--- src/rtl/psfc_pkg.sv ---
`timescale 1ns / 1ps
`default_nettype none
// ----------------------------------------------------------------------------
// psfc_pkg
// Types and constants shared by the phase-shifted Fourier correlation block.
// ----------------------------------------------------------------------------
package psfc_pkg;

  localparam int BOX_W     = 13;
  localparam int DIV_NUM_W = 64;
  localparam int DIV_DEN_W = 32;
  localparam int DIV_CNT_W = 7;

  localparam logic [BOX_W-1:0] BOX_RESET = 13'd256;

  // Fixed-point constants of the sine polynomial (Q1.30, with a rounding constant for the shift by 15).
  localparam logic [30:0] HALF_PI_Q30 = 31'd1686629713;
  localparam logic [30:0] Q30_ONE     = 31'd1073741824;
  localparam logic [14:0] ROUND_Q15   = 15'd16384;

  // Reciprocals of the Taylor denominators 42, 20 and 6, scaled by 2^38.
  // The product shifted right by 38 is the exact quotient of any 32-bit numerator.
  localparam int          RECIP_SHIFT = 38;
  localparam logic [35:0] RECIP_42    = 36'd6544712071;
  localparam logic [35:0] RECIP_20    = 36'd13743895348;
  localparam logic [35:0] RECIP_6     = 36'd45812984491;

  typedef enum logic [1:0] {
    ST_IDLE,
    ST_RUN,
    ST_WAIT,
    ST_EMIT
  } psfc_state_t;

  typedef enum logic [5:0] {
    OP_NONE,
    OP_PH_M1, OP_PH_M2, OP_PH_SUM,
    OP_MOD_GO, OP_MOD_FIX, OP_IDX_GO, OP_IDX_SET,
    OP_SQ_SEL, OP_SQ_M0, OP_SQ_XQ, OP_SQ_M2, OP_SQ_X2,
    OP_SQ_D1, OP_SQ_T1, OP_SQ_M3, OP_SQ_D2, OP_SQ_T2,
    OP_SQ_M4, OP_SQ_D3, OP_SQ_T3, OP_SQ_M5, OP_SQ_FIN,
    OP_R_M1, OP_R_M2, OP_R_M3, OP_R_Z,
    OP_T_M1, OP_T_M2, OP_T_M3, OP_T_M4, OP_T_ACC
  } psfc_op_t;

  typedef enum logic [1:0] {
    TERM_CROSS,
    TERM_OBS,
    TERM_PRED
  } psfc_term_t;

  typedef struct packed {
    psfc_op_t   op;
    logic       load;
    logic       div_start;
    logic       emit;
    logic       which;
    psfc_term_t sel;
  } psfc_cmd_t;

  typedef struct packed {
    logic div_busy;
    logic last;
  } psfc_stat_t;

  typedef struct packed {
    logic [11:0]        freq_x;
    logic [11:0]        freq_y;
    logic signed [23:0] shift_x;
    logic signed [23:0] shift_y;
    logic signed [23:0] obs_real;
    logic signed [23:0] obs_imag;
    logic signed [23:0] pred_real;
    logic signed [23:0] pred_imag;
    logic [15:0]        damage_weight;
    logic               last_item;
  } psfc_item_t;

  typedef struct packed {
    logic signed [63:0] cross_sum;
    logic [62:0]        obs_energy;
    logic [62:0]        pred_energy;
  } psfc_result_t;

endpackage
`default_nettype wire

--- src/rtl/psfc_ctrl.sv ---
`timescale 1ns / 1ps
`default_nettype none
// ----------------------------------------------------------------------------
// psfc_ctrl
// Sequencer that steps the datapath through one pixel and owns the handshakes.
// ----------------------------------------------------------------------------
module psfc_ctrl (
  input  logic                  clk,
  input  logic                  rst_n,
  input  logic                  in_valid,
  output logic                  in_ready,
  output logic                  out_valid,
  input  logic                  out_ready,
  input  psfc_pkg::psfc_stat_t  stat,
  output psfc_pkg::psfc_cmd_t   cmd
);
  import psfc_pkg::*;

  psfc_state_t state_r, state_nxt;
  psfc_op_t    op_r, op_nxt;
  logic        which_r, which_nxt;
  psfc_term_t  sel_r, sel_nxt;
  logic        out_valid_r, out_valid_nxt;

  always_ff @(posedge clk) begin
    if (!rst_n) begin
      state_r     <= ST_IDLE;
      op_r        <= OP_NONE;
      which_r     <= 1'b0;
      sel_r       <= TERM_CROSS;
      out_valid_r <= 1'b0;
    end else begin
      state_r     <= state_nxt;
      op_r        <= op_nxt;
      which_r     <= which_nxt;
      sel_r       <= sel_nxt;
      out_valid_r <= out_valid_nxt;
    end
  end

  always_comb begin
    state_nxt     = state_r;
    op_nxt        = op_r;
    which_nxt     = which_r;
    sel_nxt       = sel_r;
    out_valid_nxt = out_valid_r && !out_ready;
    in_ready      = 1'b0;
    cmd           = '0;
    cmd.op        = OP_NONE;
    cmd.which     = which_r;
    cmd.sel       = sel_r;
    unique case (state_r)
      ST_IDLE: begin
        in_ready = 1'b1;
        if (in_valid) begin
          cmd.load  = 1'b1;
          op_nxt    = OP_PH_M1;
          state_nxt = ST_RUN;
        end
      end
      ST_RUN: begin
        cmd.op = op_r;
        case (op_r)
          OP_PH_M1:   op_nxt = OP_PH_M2;
          OP_PH_M2:   op_nxt = OP_PH_SUM;
          OP_PH_SUM:  op_nxt = OP_MOD_GO;
          OP_MOD_GO: begin
            cmd.div_start = 1'b1;
            op_nxt        = OP_MOD_FIX;
            state_nxt     = ST_WAIT;
          end
          OP_MOD_FIX: op_nxt = OP_IDX_GO;
          OP_IDX_GO: begin
            cmd.div_start = 1'b1;
            op_nxt        = OP_IDX_SET;
            state_nxt     = ST_WAIT;
          end
          OP_IDX_SET: begin
            which_nxt = 1'b0;
            op_nxt    = OP_SQ_SEL;
          end
          OP_SQ_SEL:  op_nxt = OP_SQ_M0;
          OP_SQ_M0:   op_nxt = OP_SQ_XQ;
          OP_SQ_XQ:   op_nxt = OP_SQ_M2;
          OP_SQ_M2:   op_nxt = OP_SQ_X2;
          OP_SQ_X2:   op_nxt = OP_SQ_D1;
          OP_SQ_D1:   op_nxt = OP_SQ_T1;
          OP_SQ_T1:   op_nxt = OP_SQ_M3;
          OP_SQ_M3:   op_nxt = OP_SQ_D2;
          OP_SQ_D2:   op_nxt = OP_SQ_T2;
          OP_SQ_T2:   op_nxt = OP_SQ_M4;
          OP_SQ_M4:   op_nxt = OP_SQ_D3;
          OP_SQ_D3:   op_nxt = OP_SQ_T3;
          OP_SQ_T3:   op_nxt = OP_SQ_M5;
          OP_SQ_M5:   op_nxt = OP_SQ_FIN;
          // The sine is evaluated first, then the same steps run for the cosine.
          OP_SQ_FIN: begin
            if (!which_r) begin
              which_nxt = 1'b1;
              op_nxt    = OP_SQ_SEL;
            end else begin
              op_nxt = OP_R_M1;
            end
          end
          OP_R_M1:    op_nxt = OP_R_M2;
          OP_R_M2:    op_nxt = OP_R_M3;
          OP_R_M3:    op_nxt = OP_R_Z;
          OP_R_Z: begin
            sel_nxt = TERM_CROSS;
            op_nxt  = OP_T_M1;
          end
          OP_T_M1:    op_nxt = OP_T_M2;
          OP_T_M2:    op_nxt = OP_T_M3;
          OP_T_M3:    op_nxt = OP_T_M4;
          OP_T_M4:    op_nxt = OP_T_ACC;
          OP_T_ACC: begin
            if (sel_r == TERM_PRED) begin
              op_nxt    = OP_NONE;
              state_nxt = stat.last ? ST_EMIT : ST_IDLE;
            end else begin
              sel_nxt = (sel_r == TERM_CROSS) ? TERM_OBS : TERM_PRED;
              op_nxt  = OP_T_M1;
            end
          end
          default: begin
            op_nxt    = OP_NONE;
            state_nxt = ST_IDLE;
          end
        endcase
      end
      ST_WAIT: begin
        if (!stat.div_busy) begin
          state_nxt = ST_RUN;
        end
      end
      ST_EMIT: begin
        if (!out_valid_r || out_ready) begin
          cmd.emit      = 1'b1;
          out_valid_nxt = 1'b1;
          state_nxt     = ST_IDLE;
        end
      end
    endcase
  end

  assign out_valid = out_valid_r;

endmodule
`default_nettype wire

--- config.mk ---
export PLATFORM = sky130hd
export DESIGN_NAME = psfc_ctrl
export DESIGN_NICKNAME = d
export VERILOG_FILES = /design/src/rtl/psfc_pkg.sv /design/src/rtl/psfc_ctrl.sv
export SDC_FILE = /design/constraint.sdc
export NUM_CORES = 1
export LEC_CHECK = 0
export ABC_AREA = 1
export BUFFER_PORTS_ARGS = -buffer_cell sky130_fd_sc_hd__buf_2
export CAP_MARGIN = 20
export CORE_UTILIZATION = 40
export CTS_CLUSTER_SIZE = 40
export DETAILED_ROUTE_END_ITERATION = 8
export GPL_ROUTABILITY_DRIVEN = 1
export GPL_TIMING_DRIVEN = 0
export PLACE_DENSITY = 0.59
export REMOVE_ABC_BUFFERS = 1
export SLEW_MARGIN = 20
export SYNTH_ARGS = -nofsm -noshare
export SYNTH_HDL_FRONTEND = slang
export SYNTH_SLANG_ARGS = --single-unit
--- constraint.sdc ---
create_clock -name clk -period 1.6 [get_ports clk]
set_input_delay 0.08 -clock clk [delete_from_list [all_inputs] [get_ports clk]]
set_output_delay 0.08 -clock clk [all_outputs]
set_load 0.02 [all_outputs]
==> impl_metrics.env <==
export IMPL_gp_congestion=0.9146
export IMPL_via_per_inst=5.205
export IMPL_avgSynthCellArea_um2=5.568
export IMPL_synth_cell_types=27
export IMPL_grt_overflow_total=0
export IMPL_finalMaxSlewViolations=0
export IMPL_chipHeight_um=50.79
export IMPL_place_area_um2=1031
export IMPL_grt_pass1_wl_mm=4.153
export IMPL_crit_type="flop to flop"
export IMPL_ir_drop_uv=495.1
export IMPL_power_density_nw_per_um2=588.9
export IMPL_crit_required_ns=1.79
export IMPL_utilization_pct=48.80
export IMPL_maxCapViolations=0
export IMPL_initial_core_util_pct=42.63
export IMPL_grt_start_max_net_pins=14
export IMPL_pin_count=20
export IMPL_outcome="finished clean"
export IMPL_synth_area_leaders="dfxtp_1, nand2_1, nor2_1"
export IMPL_dr_pass1_iters=4
export IMPL_area_delta_synth_final_pct=14.46
export IMPL_synth_largest_area_cell="dfxtp_1"
export IMPL_grt_pass1_vias=966
export IMPL_drcViolationCount=0
export IMPL_antenna_found_initial=0
export IMPL_dp_slack_ns=-0.08878
export IMPL_routed_wl_mm=2.437
export IMPL_crit_arrival_ns=1.68
export IMPL_min_period_ns=1.488
export IMPL_cts_repair_resized=6
export IMPL_ant_nets=0
export IMPL_clk_pin_slew_ns=0.07
export IMPL_finalNonFillerCells=215
export IMPL_synth_warnings=0
export IMPL_crit_buf_inv=1
export IMPL_hold_path_class="input pin to flop"
export IMPL_ys_ff_latch=11
export IMPL_critPathTopFamily="simple AND/OR/NAND/NOR gates"
export IMPL_hpwl_mm=1.955
export IMPL_layout_nets=194
export IMPL_drt_initial_drc_count=26
export IMPL_cts_inserted_buffers=3
export IMPL_startpoint_type="flop"
export IMPL_end_kind="flop"
export IMPL_htree_levels=1
export IMPL_finalSetupViolCount=0
export IMPL_fin_crit_sh_pct=93.02
export IMPL_cts_max_path_buffers=2
export IMPL_slowest_stage="dfxtp_4"
export IMPL_dr_total_vias=1119
export IMPL_fmax_mhz=671.9
export IMPL_seq_area_frac_synth_pct=23.13
export IMPL_cts_tree="done"
export IMPL_place_inst=211
export IMPL_cts_hold_repair_buffers=0
export IMPL_worstPathMaxFanout=13
export IMPL_core_um2=2233
export IMPL_grt_usage_pct=21.39
export IMPL_routedWlPerCell_um=11.33
export IMPL_synthCells=171
export IMPL_syn_area_um2=952.2
export IMPL_cts_root_buf="clkbuf_4"
export IMPL_worstPathCellList="inv_2, nor2_1, nand2_1, o21ai_1, nor2_1, nand3_1, nand2_1, nand3_1, a21oi_1"
export IMPL_critical_path_max_stage_delay_ns=0.38
export IMPL_diodes=0
export IMPL_leakagePower_nw=0.5388
export IMPL_post_cts_setup_buffers=0
export IMPL_fin_area_um2=1090
export IMPL_hold_viol=0
export IMPL_drive_gt1_share_pct=24.06
export IMPL_rows=17
export IMPL_layout_setup_ws_ns=0.1118
export IMPL_clkSinkCount=11
export IMPL_dieArea_um2=2580
export IMPL_clock_latency_ns=0.27
export IMPL_io_buffers=18
export IMPL_skew_ns=0.003799
export IMPL_synth_top_area_share_pct=23.13
export IMPL_fp_dieW_um=50.79
export IMPL_rsz0062_at_grt="yes"
[Yosys cell counts]
master	number
a21o_1	1
a21oi_1	13
a21oi_2	1
a31oi_1	2
buf_4	4
buf_6	1
clkbuf_2	1
clkinv_1	2
conb_1	1
dfxtp_1	11
inv_1	19
inv_2	2
nand2_1	44
nand2_2	4
nand3_1	14
nand4_1	1
nor2_1	26
nor2_2	2
nor2_4	1
nor3_1	8
nor3b_1	1
nor4_1	1
o21ai_0	6
o21ai_1	2
o22ai_1	1
o31ai_1	1
or2_2	1
[stage by stage]
stage / hold slack [ns] / TNS (ns) / total power, mW
final: 0.07030 / 0 / 0.6418
after global routing: 0.06860 / -0.01178 / 0.6796
after CTS: 0.06792 / 0 / 0.6487
after detailed placement: 0.3589 / -0.2840 / 0.4540
after global placement: 0.3426 / -0.2282 / 0.4497
after floorplan: 0.2218 / 0 / 0.4093
[metal layers]
metal	vias up	track usage, %	routed length, um
met5	-	0	0
met4	0	2.778	8
met3	2	6.970	150
met2	36	35.33	1139
met1	500	27.61	1139
li1	581	-	-
[cell usage in the layout (no fill, tap or decap), drive strengths merged]
| master | instances |
|---|---|
| a21o | 1 |
| a21oi | 14 |
| a31oi | 2 |
| buf | 18 |
| clkbuf | 4 |
| clkinv | 2 |
| conb | 1 |
| dfxtp | 11 |
| inv | 21 |
| nand2 | 48 |
| nand3 | 14 |
| nand4 | 1 |
| nor2 | 29 |
| nor3 | 8 |
| nor3b | 1 |
| nor4 | 1 |
| o21ai | 8 |
| o22ai | 1 |
| o31ai | 1 |
| or2 | 1 |
[power breakdown]
part           internal, mW  switching [mW]
sequential            0.281          0.0177
combinational        0.0471           0.104
clock                0.0965          0.0950
total                 0.425           0.217
[sequential cells by signal, indices dropped and copies added, names as in the netlist]
| signal | flops |
|---|---|
| state_r | 2 |
| op_r | 5 |
| sel_r | 2 |
| out_valid | 1 |
| which_r | 1 |
[path summary, 6_finish.rpt]
kind / startpoint / end / slack [ns] / cells after the start
setup / recovery: op_r[4] / state_r[0] / 0.11 / 9
hold / removal: rst_n / sel_r[1] / 0.07 / 3
setup reg to reg: op_r[4] / state_r[0] / 0.11 / 9
hold reg to reg: which_r / which_r / 0.50 / 2
[worst min-delay path: stages]
cell	delay [ns]
buf_2	0.10
o21ai_1	0.07
a21oi_1	0.05
[cells by family (layout without fill, tap and decap cells)]
logic type	after synthesis	in the layout	share of synthesized area [%]
DFF	11	11	23.13
other	1	1	0.3938
and+or+nand+nor	103	103	47.04
AOI/OAI and AO/OA	27	27	15.51
buffers and inverters	29	45	13.93
[cell type report]
| type | instances | area [um^2] |
|---|---|---|
| Fill cell | 259 | 1144 |
| Multi-Input combinational cell | 131 | 619.3 |
| Sequential cell | 11 | 231.5 |
| Timing Repair Buffer | 18 | 90.09 |
| Inverter | 23 | 87.58 |
| Tap cell | 28 | 35.03 |
| Clock buffer | 4 | 26.28 |
Note: power is estimated with default switching activity, not from simulation.
